`config.mk`:
```
export PLATFORM = sky130hd
export DESIGN_NAME = dead_reckoning_odometry
export DESIGN_NICKNAME = d
export VERILOG_FILES = /design/src/rtl/core/dro_pkg.sv /design/src/rtl/core/dead_reckoning_odometry.sv
export VERILOG_INCLUDE_DIRS = /design/src /design/src/rtl/core
export SDC_FILE = /design/constraint.sdc
export NUM_CORES = 2
export LEC_CHECK = 0
export ABC_AREA = 1
export BUFFER_PORTS_ARGS = -buffer_cell sky130_fd_sc_hd__buf_2
export CORE_MARGIN = 2
export CORE_UTILIZATION = 40
export CTS_CLUSTER_SIZE = 20
export DETAILED_ROUTE_END_ITERATION = 16
export PLACE_DENSITY = 0.56
export SLEW_MARGIN = 20
export SYNTH_ARGS = -nofsm -noshare
export SYNTH_HDL_FRONTEND = slang
export SYNTH_SLANG_ARGS = --single-unit
export TNS_END_PERCENT = 10
```
`constraint.sdc`:
```
create_clock -name aclk -period 19.75 [get_ports aclk]
set_input_delay 1.975 -clock aclk [delete_from_list [all_inputs] [get_ports aclk]]
set_output_delay 1.975 -clock aclk [all_outputs]
set_load 0.02 [all_outputs]
```
`src/rtl/core/dead_reckoning_odometry_macros.svh`:
```
// assertion macros for the odometry core
`ifndef DEAD_RECKONING_ODOMETRY_MACROS_SVH
`define DEAD_RECKONING_ODOMETRY_MACROS_SVH

`ifndef SYNTH
// same-cycle implication
`define DRO_ASSERT_IMPLY(label, clk, rst_n, a, b) \
    label: assert property (@(posedge clk) disable iff (!rst_n) (a) |-> (b)) \
        else $error("assertion failed");
// next-cycle implication
`define DRO_ASSERT_NEXT(label, clk, rst_n, a, b) \
    label: assert property (@(posedge clk) disable iff (!rst_n) (a) |=> (b)) \
        else $error("assertion failed");
`else
`define DRO_ASSERT_IMPLY(label, clk, rst_n, a, b)
`define DRO_ASSERT_NEXT(label, clk, rst_n, a, b)
`endif

`endif

```
`src/rtl/core/dro_pkg.sv`:
```
// ----------------------------------------------------------------------------
// dro_pkg
// types, codes and tables for the dead-reckoning odometry core
// ----------------------------------------------------------------------------
package dro_pkg;

    typedef enum logic [1:0] {
        ACT_START    = 2'd0,
        ACT_TURN     = 2'd1,
        ACT_ADVANCE  = 2'd2,
        ACT_ANALYSIS = 2'd3
    } action_t;

    typedef enum logic [2:0] {
        ST_IDLE,
        ST_DIV,
        ST_CORDIC,
        ST_MUL,
        ST_HEAD,
        ST_FINISH
    } state_t;

    typedef struct packed {
        logic [1:0]   action;
        logic         angle_unit;
        logic [31:0]  magnitude;
        logic [31:0]  start_x;
        logic [31:0]  start_y;
    } in_word_t;

    typedef struct packed {
        logic [31:0]  pos_x;
        logic [31:0]  pos_y;
        logic [31:0]  heading;
        logic         saturated;
    } out_word_t;

    // cordic gain compensation, q30
    localparam logic [33:0] GAIN_Q30 = 34'd652032875;
    // round(2^34 / (2*pi))
    localparam logic [63:0] RAD_TO_BAM = 64'd2734261102;
    localparam logic [9:0]  DEG_DIV    = 10'd360;
    localparam logic [8:0]  DEG_HALF   = 9'd180;

    // arctangent table in binary-angle units
    function automatic logic [31:0] atan_bam(input logic [4:0] idx);
        logic [31:0] v;
        unique case (idx)
            5'd0:  v = 32'd536870912;
            5'd1:  v = 32'd316933406;
            5'd2:  v = 32'd167458907;
            5'd3:  v = 32'd85004756;
            5'd4:  v = 32'd42667331;
            5'd5:  v = 32'd21354465;
            5'd6:  v = 32'd10679838;
            5'd7:  v = 32'd5340245;
            5'd8:  v = 32'd2670163;
            5'd9:  v = 32'd1335087;
            5'd10: v = 32'd667544;
            5'd11: v = 32'd333772;
            5'd12: v = 32'd166886;
            5'd13: v = 32'd83443;
            5'd14: v = 32'd41722;
            5'd15: v = 32'd20861;
            5'd16: v = 32'd10430;
            5'd17: v = 32'd5215;
            5'd18: v = 32'd2608;
            5'd19: v = 32'd1304;
            5'd20: v = 32'd652;
            5'd21: v = 32'd326;
            5'd22: v = 32'd163;
            5'd23: v = 32'd81;
            5'd24: v = 32'd41;
            5'd25: v = 32'd20;
            5'd26: v = 32'd10;
            5'd27: v = 32'd5;
            5'd28: v = 32'd3;
            5'd29: v = 32'd1;
            5'd30: v = 32'd1;
            default: v = 32'd0;
        endcase
        return v;
    endfunction

endpackage

```
`src/rtl/core/dead_reckoning_odometry.sv`:
```
// path: start and analysis words go straight to the finish state; degree turns
// run the divider, radian turns the multiplier, advances CORDIC then multiplier
// throughput: one word at a time, the next word is taken the cycle after the
// result loads; the CORDIC iteration, the bit-serial shift-add multiplier
// (32 steps) and the restoring divider set it
// reset: synchronous active-low aresetn clears position and heading to zero
// ----------------------------------------------------------------------------
// dead_reckoning_odometry
// keeps rover position and heading from start, turn and advance words
// ----------------------------------------------------------------------------
`include "dead_reckoning_odometry_macros.svh"

module dead_reckoning_odometry import dro_pkg::*; #(
    parameter int FRAC_BITS    = 16,
    parameter int CORDIC_STEPS = 24
) (
    input  logic      aclk,
    input  logic      aresetn,
    input  logic      s_valid,
    output logic      s_ready,
    input  in_word_t  s_data,
    output logic      m_valid,
    input  logic      m_ready,
    output out_word_t m_data
);

    localparam int NUMW  = 64 - FRAC_BITS;
    localparam int CNT_W = $clog2(NUMW + 1);

    state_t            state_reg, state_next;
    logic [CNT_W-1:0]  cnt_reg, cnt_next;
    logic [1:0]        act_reg, act_next;
    logic              rad_reg, rad_next;
    logic              neg_reg, neg_next;
    logic              flip_reg, flip_next;
    logic [31:0]       mag_reg, mag_next;
    logic [NUMW-1:0]   num_reg, num_next;
    logic [9:0]        rem_reg, rem_next;
    logic [NUMW-1:0]   quo_reg, quo_next;
    logic signed [33:0] cx_reg, cx_next, cy_reg, cy_next;
    logic signed [32:0] cz_reg, cz_next;
    logic [63:0]       mcx_reg, mcx_next, mcy_reg, mcy_next;
    logic [63:0]       accx_reg, accx_next, accy_reg, accy_next;
    logic signed [31:0] posx_reg, posx_next, posy_reg, posy_next;
    logic [31:0]       head_reg, head_next;
    logic              sat_reg, sat_next;
    logic              mv_reg, mv_next;
    out_word_t         out_reg, out_next;

    logic              out_free;
    logic [31:0]       m_abs;
    logic [9:0]        rem_sh;
    logic signed [32:0] z0;
    logic signed [33:0] xs, ys;
    logic signed [32:0] at;
    logic [63:0]       rnd_rad;
    logic [31:0]       delta;
    logic signed [63:0] rx, ry;
    logic signed [34:0] sumx, sumy;
    logic              clx, cly;
    logic signed [31:0] nx, ny;

    assign out_free = !mv_reg || m_ready;
    assign s_ready  = (state_reg == ST_IDLE);
    assign m_valid  = mv_reg;
    assign m_data   = out_reg;
    assign m_abs    = s_data.magnitude[31] ? (32'd0 - s_data.magnitude) : s_data.magnitude;
    assign z0       = {head_reg[31], head_reg};
    assign rem_sh   = {rem_reg[8:0], num_reg[NUMW-1]};
    assign xs       = cx_reg >>> cnt_reg;
    assign ys       = cy_reg >>> cnt_reg;
    assign at       = {1'b0, atan_bam(cnt_reg[4:0])};
    assign rnd_rad  = accx_reg + (64'd1 << (FRAC_BITS + 1));

    // position update with rounding and clipping
    assign rx   = $signed(accx_reg) + 64'sd536870912;
    assign ry   = $signed(accy_reg) + 64'sd536870912;
    assign sumx = 35'(posx_reg) + 35'($signed(rx[63:30]));
    assign sumy = 35'(posy_reg) + 35'($signed(ry[63:30]));
    assign clx  = (sumx > 35'sd2147483647) || (sumx < -35'sd2147483648);
    assign cly  = (sumy > 35'sd2147483647) || (sumy < -35'sd2147483648);
    assign nx   = clx ? (sumx[34] ? 32'sh80000000 : 32'sh7fffffff) : sumx[31:0];
    assign ny   = cly ? (sumy[34] ? 32'sh80000000 : 32'sh7fffffff) : sumy[31:0];

    // heading delta from divider or multiplier
    always_comb begin
        logic [31:0] d;
        d = rad_reg ? rnd_rad[FRAC_BITS+33:FRAC_BITS+2] : quo_reg[31:0];
        delta = neg_reg ? (32'd0 - d) : d;
    end

    // state register
    always_ff @(posedge aclk) begin
        if (!aresetn) begin
            state_reg <= ST_IDLE;
            mv_reg    <= 1'b0;
            posx_reg  <= '0;
            posy_reg  <= '0;
            head_reg  <= '0;
        end else begin
            state_reg <= state_next;
            mv_reg    <= mv_next;
            posx_reg  <= posx_next;
            posy_reg  <= posy_next;
            head_reg  <= head_next;
        end
    end

    // datapath registers
    always_ff @(posedge aclk) begin
        cnt_reg  <= cnt_next;
        act_reg  <= act_next;
        rad_reg  <= rad_next;
        neg_reg  <= neg_next;
        flip_reg <= flip_next;
        mag_reg  <= mag_next;
        num_reg  <= num_next;
        rem_reg  <= rem_next;
        quo_reg  <= quo_next;
        cx_reg   <= cx_next;
        cy_reg   <= cy_next;
        cz_reg   <= cz_next;
        mcx_reg  <= mcx_next;
        mcy_reg  <= mcy_next;
        accx_reg <= accx_next;
        accy_reg <= accy_next;
        sat_reg  <= sat_next;
        out_reg  <= out_next;
    end

    // next state and datapath
    always_comb begin
        state_next = state_reg;
        cnt_next   = cnt_reg;
        act_next   = act_reg;
        rad_next   = rad_reg;
        neg_next   = neg_reg;
        flip_next  = flip_reg;
        mag_next   = mag_reg;
        num_next   = num_reg;
        rem_next   = rem_reg;
        quo_next   = quo_reg;
        cx_next    = cx_reg;
        cy_next    = cy_reg;
        cz_next    = cz_reg;
        mcx_next   = mcx_reg;
        mcy_next   = mcy_reg;
        accx_next  = accx_reg;
        accy_next  = accy_reg;
        posx_next  = posx_reg;
        posy_next  = posy_reg;
        head_next  = head_reg;
        sat_next   = sat_reg;
        out_next   = out_reg;
        mv_next    = mv_reg && !m_ready;

        unique case (state_reg)
            ST_IDLE: begin
                if (s_valid) begin
                    act_next  = s_data.action;
                    rad_next  = s_data.angle_unit;
                    neg_next  = s_data.magnitude[31];
                    mag_next  = m_abs;
                    sat_next  = 1'b0;
                    cnt_next  = '0;
                    accx_next = '0;
                    accy_next = '0;
                    unique case (action_t'(s_data.action))
                        ACT_START: begin
                            posx_next  = s_data.start_x;
                            posy_next  = s_data.start_y;
                            head_next  = '0;
                            state_next = ST_FINISH;
                        end
                        ACT_TURN: begin
                            num_next = (NUMW'(m_abs) << (32 - FRAC_BITS)) + NUMW'(DEG_HALF);
                            rem_next = '0;
                            quo_next = '0;
                            mcx_next = RAD_TO_BAM;
                            state_next = s_data.angle_unit ? ST_MUL : ST_DIV;
                        end
                        ACT_ADVANCE: begin
                            cx_next = GAIN_Q30;
                            cy_next = '0;
                            if (z0 > 33'sd1073741824) begin
                                cz_next   = z0 - 33'sd2147483648;
                                flip_next = 1'b1;
                            end else if (z0 < -33'sd1073741824) begin
                                cz_next   = z0 + 33'sd2147483648;
                                flip_next = 1'b1;
                            end else begin
                                cz_next   = z0;
                                flip_next = 1'b0;
                            end
                            state_next = ST_CORDIC;
                        end
                        default: state_next = ST_FINISH;
                    endcase
                end
            end
            // restoring division by 360, one quotient bit per cycle
            ST_DIV: begin
                if (rem_sh >= DEG_DIV) begin
                    rem_next = rem_sh - DEG_DIV;
                    quo_next = {quo_reg[NUMW-2:0], 1'b1};
                end else begin
                    rem_next = rem_sh;
                    quo_next = {quo_reg[NUMW-2:0], 1'b0};
                end
                num_next = num_reg << 1;
                cnt_next = cnt_reg + 1'b1;
                if (cnt_reg == CNT_W'(NUMW - 1)) state_next = ST_HEAD;
            end
            // one cordic micro-rotation per cycle
            ST_CORDIC: begin
                if (!cz_reg[32]) begin
                    cx_next = cx_reg - ys;
                    cy_next = cy_reg + xs;
                    cz_next = cz_reg - at;
                end else begin
                    cx_next = cx_reg + ys;
                    cy_next = cy_reg - xs;
                    cz_next = cz_reg + at;
                end
                cnt_next = cnt_reg + 1'b1;
                if (cnt_reg == CNT_W'(CORDIC_STEPS - 1)) begin
                    cnt_next = '0;
                    if (flip_reg) begin
                        mcx_next = 64'(-cx_next);
                        mcy_next = 64'(-cy_next);
                    end else begin
                        mcx_next = 64'(cx_next);
                        mcy_next = 64'(cy_next);
                    end
                    state_next = ST_MUL;
                end
            end
            // shift-add multiply, one magnitude bit per cycle
            ST_MUL: begin
                if (mag_reg[0]) begin
                    if (neg_reg && act_reg == ACT_ADVANCE) begin
                        accx_next = accx_reg - mcx_reg;
                        accy_next = accy_reg - mcy_reg;
                    end else begin
                        accx_next = accx_reg + mcx_reg;
                        accy_next = accy_reg + mcy_reg;
                    end
                end
                mag_next = mag_reg >> 1;
                mcx_next = mcx_reg << 1;
                mcy_next = mcy_reg << 1;
                cnt_next = cnt_reg + 1'b1;
                if (cnt_reg == CNT_W'(31))
                    state_next = (act_reg == ACT_ADVANCE) ? ST_FINISH : ST_HEAD;
            end
            ST_HEAD: begin
                head_next  = head_reg + delta;
                state_next = ST_FINISH;
            end
            // apply advance and load the output word
            ST_FINISH: begin
                if (act_reg == ACT_ADVANCE) begin
                    posx_next = nx;
                    posy_next = ny;
                    sat_next  = clx || cly;
                    act_next  = ACT_ANALYSIS;
                end else if (out_free) begin
                    out_next.pos_x     = posx_reg;
                    out_next.pos_y     = posy_reg;
                    out_next.heading   = head_reg;
                    out_next.saturated = sat_reg;
                    mv_next    = 1'b1;
                    state_next = ST_IDLE;
                end
            end
            default: state_next = ST_IDLE;
        endcase
    end

    // checks
    `DRO_ASSERT_NEXT(a_one_word, aclk, aresetn, s_valid && s_ready, !s_ready)
    `DRO_ASSERT_NEXT(a_out_load, aclk, aresetn, state_reg == ST_FINISH && act_reg != ACT_ADVANCE && out_free, m_valid && s_ready)
    `DRO_ASSERT_IMPLY(a_cordic_cnt, aclk, aresetn, state_reg == ST_CORDIC, cnt_reg < CNT_W'(CORDIC_STEPS))
    `DRO_ASSERT_IMPLY(a_idle_empty, aclk, aresetn, m_valid && !s_ready, state_reg != ST_IDLE)

endmodule

```
# Word-level counts from Yosys, hierarchy flattened
# Memories as Yosys holds them, arrays and structs flattened. A register that Yosys moved wholly into a read port is not among the register bits.
# Index checks and enable logic that the tools add are counted.
op_classes:
  n_addsub: 25
  n_lt_le_gt_ge: 7
  n_eq_ne: 22
  shifts: 2
  muxes: 86
  bitwise_logic: 1
  n_reduce_logical: 33
ops:
  columns: ["op", "n"]
  rows:
  - ["64-bit two-way mux", 11]
  - ["32-bit two-way mux", 18]
  - ["64-bit one-hot mux with 2 select lines", 3]
  - ["32-bit one-hot mux with 2 select lines", 5]
  - ["34-bit two-way mux", 8]
  - ["64-bit one-hot mux with 3 select lines", 1]
  - ["33-bit two-way mux", 5]
  - ["34-bit one-hot mux with 2 select lines", 2]
  - ["64-bit by 31-bit adder with 64-bit output (second input constant)", 2]
  - ["64-bit adder", 2]
  - ["34-bit negator with 64-bit output", 2]
  - ["64-bit subtractor", 2]
  - ["48-bit two-way mux", 2]
  - ["48-bit one-hot mux with 2 select lines", 1]
  - ["32-bit by 34-bit adder with 35-bit output", 2]
  - ["35-bit by 32-bit greater-than comparator with 1-bit output (second input constant)", 2]
  - ["35-bit by 32-bit < comparator with 1-bit output (second input constant)", 2]
  - ["34-bit adder", 2]
  - ["34-bit by 6-bit >>> shifter with 34-bit output", 2]
  - ["34-bit subtractor", 2]
  - ["33-bit one-hot mux with 2 select lines", 1]
  - ["1-bit by 32-bit subtractor with 32-bit output (first input constant)", 2]
  - ["50-bit by 18-bit adder with 50-bit output (second input constant)", 1]
  - ["48-bit by 8-bit adder with 48-bit output (second input constant)", 1]
  - ["other kinds (44)", 95]
totals:
  regBits: 687
  rom_bits: 960
  input_bits: 103
  n_memories: 1
memory_table:
  columns: ["memory", "words", "width", "read_ports", "rd_ports_with_merged_regs", "wr", "line", "source"]
  rows:
  - ["(no name shown)", 32, 30, 1, 1, 0, "dro_pkg.sv:48", "unique case (idx)"]

# Depth between registers and ports, before layout
depth:
  depth_word: 8
  depth_mapped: 44

# Worst setup path after synthesis
# OpenSTA, ideal clock, no wires.
synth_path:
  kind: "in2reg"
  startpoint: "input port s_valid"
  endpoint: "register mcx_reg[0] (enable)"
  setup_ps: 565
  arrival_time_ps: 6922
  required_ps: 19185
  slack_ps: 12263
  stages: 4
  n_path_buf: 0
  path_cell_list: "nor2_1 > nor2_1 > inv_1 > nor3_1"
synth_via:
  elab_chain_len: 2
synth_rtl:
  columns: ["item", "line", "source"]
  rows:
  - ["start, declared", "dead_reckoning_odometry.sv:19", "input logic s_valid,"]
  - ["2-bit != test (no line)", null, null]
  - ["4-bit AND reduction (no line)", null, null]
  - ["end signal, assigned", "dead_reckoning_odometry.sv:123", "mcx_reg <= mcx_next;"]
  - ["end, declared", "dead_reckoning_odometry.sv:42", "logic [63:0] mcx_reg, mcx_next, mcy_reg, mcy_next;"]
# Every way passes these cells.
# A chain may end at the register's enable or synchronous reset.

# Final worst setup path
layout_path:
  startpoint: "register cnt_reg[2]"
  endpoint: "register mcy_reg[48], data pin"
layout_via:
  elab_chain_len: 8
  elab_cells_between_ends: 9
layout_rtl:
  columns: ["item", "line", "source"]
  rows:
  - ["start, declared", "dead_reckoning_odometry.sv:31", "logic [CNT_W-1:0] cnt_reg, cnt_next;"]
  - ["start signal, assigned", "dead_reckoning_odometry.sv:111", "cnt_reg <= cnt_next;"]
  - ["34-bit by 6-bit >>> shifter with 34-bit output *", "dead_reckoning_odometry.sv:70", "assign xs = cx_reg >>> cnt_reg;"]
  - ["34-bit adder or 34-bit subtractor (tied branches)", "dead_reckoning_odometry.sv:218, dead_reckoning_odometry.sv:222", null]
  - ["34-bit two-way mux *", "dead_reckoning_odometry.sv:216", "if (!cz_reg[32]) begin"]
  - ["34-bit two-way mux *", "dead_reckoning_odometry.sv:157", "unique case (state_reg)"]
  - ["34-bit negator with 64-bit output", "dead_reckoning_odometry.sv:230", "mcy_next = 64'(-cy_next);"]
  - ["64-bit two-way mux *", "dead_reckoning_odometry.sv:228", "if (flip_reg) begin"]
  - ["64-bit two-way mux *", "dead_reckoning_odometry.sv:226", "if (cnt_reg == CNT_W'(CORDIC_STEPS - 1)) begin"]
  - ["64-bit one-hot mux with 2 select lines *", "dead_reckoning_odometry.sv:157", null]
  - ["net mcy_next[48]", "dead_reckoning_odometry.sv:42", null]
  - ["end signal, assigned", "dead_reckoning_odometry.sv:124", "mcy_reg <= mcy_next;"]
  - ["end, declared", "dead_reckoning_odometry.sv:42", null]
# Mark *: on every way through the listed nets, which the timed path passes. The rest lies on a longest branch. The select of a mux whose other input is x is not followed.

==> reports/metrics.cfg <==
[cells_and_area]
largest_reg_flops = 97
multiInputGateArea_sq_um = 36120
register_area_sq_um = 20170
syn_to_final_growth_pct = 9.663
nets = 9259
layout_commonest_cell = nand2_1
layout_common_cells = nand2_1 (2071), inv_1 (1022), nor2_1 (945)
drive_gt1_share_pct = 5.937
fillCellCount = 15780

[place]
port_buffers = 201
globalplace.congestion = 0.9572
dp_hpwl_um = 161100

[worst_hold_path]
hold_path.class = flip-flop to flip-flop
whs_endpoint = m_data[0]$_DFFE_PP_
holdCritStartpoint = sat_reg$_SDFFCE_PN0P_
holdPathStages = 0

[grt]
grt-ovfl-total = 0
grt_pass1_vias = 56210
grt_max_degree = 140
grt_pass1_wl_um = 319400
antenna_found_initial = 4
track_usage_pct = 25.64

[floorplan]
ios = 202
die_w_um = 395.3
rows = 143
die_area_sq_um = 156300
die_h_um = 395.3
core_region_area_sq_um = 151900
start_util_pct = 40.32

[critical_path]
cpLargestDelayFamily = simple AND/OR/NAND/NOR gates
cp_slowest_cell = buf_4
reg2reg_depth = 35
worst-path-buf-inv = 4
start_kind = flip-flop
worst-path-max-fanout = 69
cp-end-kind = flip-flop
path_common_cell = nand2_1
slowest_delay_ps = 600
r2r_start = cnt_reg[2]$_DFFE_PP_
path_class = flip-flop to flip-flop
rrSetupSlack_ps = 12520
critPathArrivalTime_ps = 7670
required_ps = 20190
r2r-end = mcy_reg[48]$_DFFE_PP_

[run]
drv_cap = 0

[route]
dr_wl_met3_um = 10830
met2WireLength_um = 95310
wirelength_um = 205800
highest_layer = met4
first_iter_violations = 4732
drc = 0
wl_met1_um = 92490
dr.pass1.iters = 8
vias = 58930
routedWlPerCell_um = 18.87
postRouteAntennaNets = 0
via_per_inst = 5.403

[synthesis]
synthCells = 8711
synth_edf_count = 585
syn_area_per_cell_sq_um = 7.031
ys_types = 72
async_reset_ff_share_pct = 0
synthFlopType = edfxtp_1
yosysWarnings = 0
syn_area_sq_um = 61240
syn-num-nets = 9169
synth_seq_area_share_pct = 32.93
ys_ff_latch = 715

[timing]
fin_crit_ps = 7234
finalSetupTns_ps = 0
drv_slew = 0
fin_crit_sh_pct = 36.63
maxSlewHeadroom_pct = 25.12
skew_ps = 40.15
fmax_ghz = 0.1382
final-setup-viol-count = 0
hold_violations = 0
max_slew.worst_pin.slew_ps = 1123
rsz0062_at_grt = no

[clock_network]
cts-root-buf = clkbuf_16
cts_made_buffers = 89
cts.path.max_buffers = 3
cts_setup_buffers = 0
cts_resized = 0
htreeDepth = 3
path_clk_slew_ps = 60
clock-sinks = 715
postCtsHoldBufs = 0
cts_tree = done
clk_latency_ps = 730

[outcome]
status = finished, final reports clean

per-layer routing:
metal  GRT usage [%]  vias up
met5               0        -
met2           42.85     1687
li1                -    29540
met4           8.182        0
met1           34.45    27380
met3           3.040      333
through the flow:
stage | worst slack (ps) | hold WS [ps] | cells | util, % | cell area (sq um)
6_report | 12520 | 423.2 | 10910 | 44.21 | 67160
5_1_grt | 11830 | 430.4 | 10910 | 44.21 | 67160
4_1_cts | 12650 | 420.2 | 10910 | 44.20 | 67150
3_5_place_dp | 12670 | 406.5 | 10740 | 42.21 | 64110
3_3_place_gp | 12800 | 414.7 | 10740 | 42.21 | 64110
2_1_floorplan | 12260 | 400.3 | 8711 | - | 61240
cell type report:
cell class / count / share of cell area, %
Tap cell: 2030 / 3.782
Clock inverter: 53 / 0.8011
Timing Repair Buffer: 245 / 2.014
Multi-Input combinational cell: 6704 / 53.79
Clock buffer: 113 / 3.717
Sequential cell: 715 / 30.03
Antenna cell: 1 / 0.003726
Inverter: 1046 / 5.866
worst max-delay path by stage:
stage                               startpoint                     to  slack [ps]  cells past startpoint
after CTS                 cnt_reg[2]$_DFFE_PP_  mcy_reg[48]$_DFFE_PP_       12650                     35
after global placement    cnt_reg[2]$_DFFE_PP_  mcy_reg[58]$_DFFE_PP_       12800                     35
after detailed placement  cnt_reg[2]$_DFFE_PP_  mcy_reg[36]$_DFFE_PP_       12670                     35
final                     cnt_reg[2]$_DFFE_PP_  mcy_reg[48]$_DFFE_PP_       12520                     35
after global routing      cnt_reg[2]$_DFFE_PP_  mcy_reg[40]$_DFFE_PP_       11830                     36
after floorplan                        s_valid   mcx_reg[0]$_DFFE_PP_       12260                      4
synth_stat cells (15+ instances only):
cell type / count / share of area (%)
nand2_1: 2076 / 13
inv_1: 1027 / 6.3
nor2_1: 951 / 5.8
a21oi_1: 748 / 6.1
edfxtp_1: 585 / 29
nand3_1: 584 / 4.8
o21ai_0: 552 / 4.5
ha_1: 347 / 7.1
xor2_1: 347 / 5.0
xnor2_1: 171 / 2.4
nor3_1: 147 / 1.2
clkbuf_1: 141 / 0.86
dfxtp_1: 130 / 4.2
o21a_1: 125 / 1.5
nand4_1: 104 / 1.1
a31oi_1: 92 / 0.94
nor4_1: 68 / 0.69
buf_2: 51 / 0.42
o211ai_1: 42 / 0.51
or2_2: 39 / 0.40
o21ai_1: 38 / 0.31
a21o_1: 31 / 0.38
buf_1: 31 / 0.19
o31ai_1: 26 / 0.32
o21bai_1: 22 / 0.27
nand3b_1: 19 / 0.23
nand2_2: 18 / 0.18
a21boi_0: 15 / 0.18
logic make-up (layout without fill, tap and decap cells):
family          count (synthesis)  after routing  share of synthesized area [%]
simple gates                 4056           4056                          27.77
flops                         715            715                          32.93
compound gates               1774           1774                          16.27
buf+inv                      1292           1457                          8.250
other cells                     0              1                              0
xor+xnor                      518            518                          7.408
fa+ha+maj                     355            355                          7.351
mux                             1              1                        0.01634
Power is left out: the tool's default activity adds up to more than one toggle a clock period on the data nets, which glitch-free logic cannot reach.
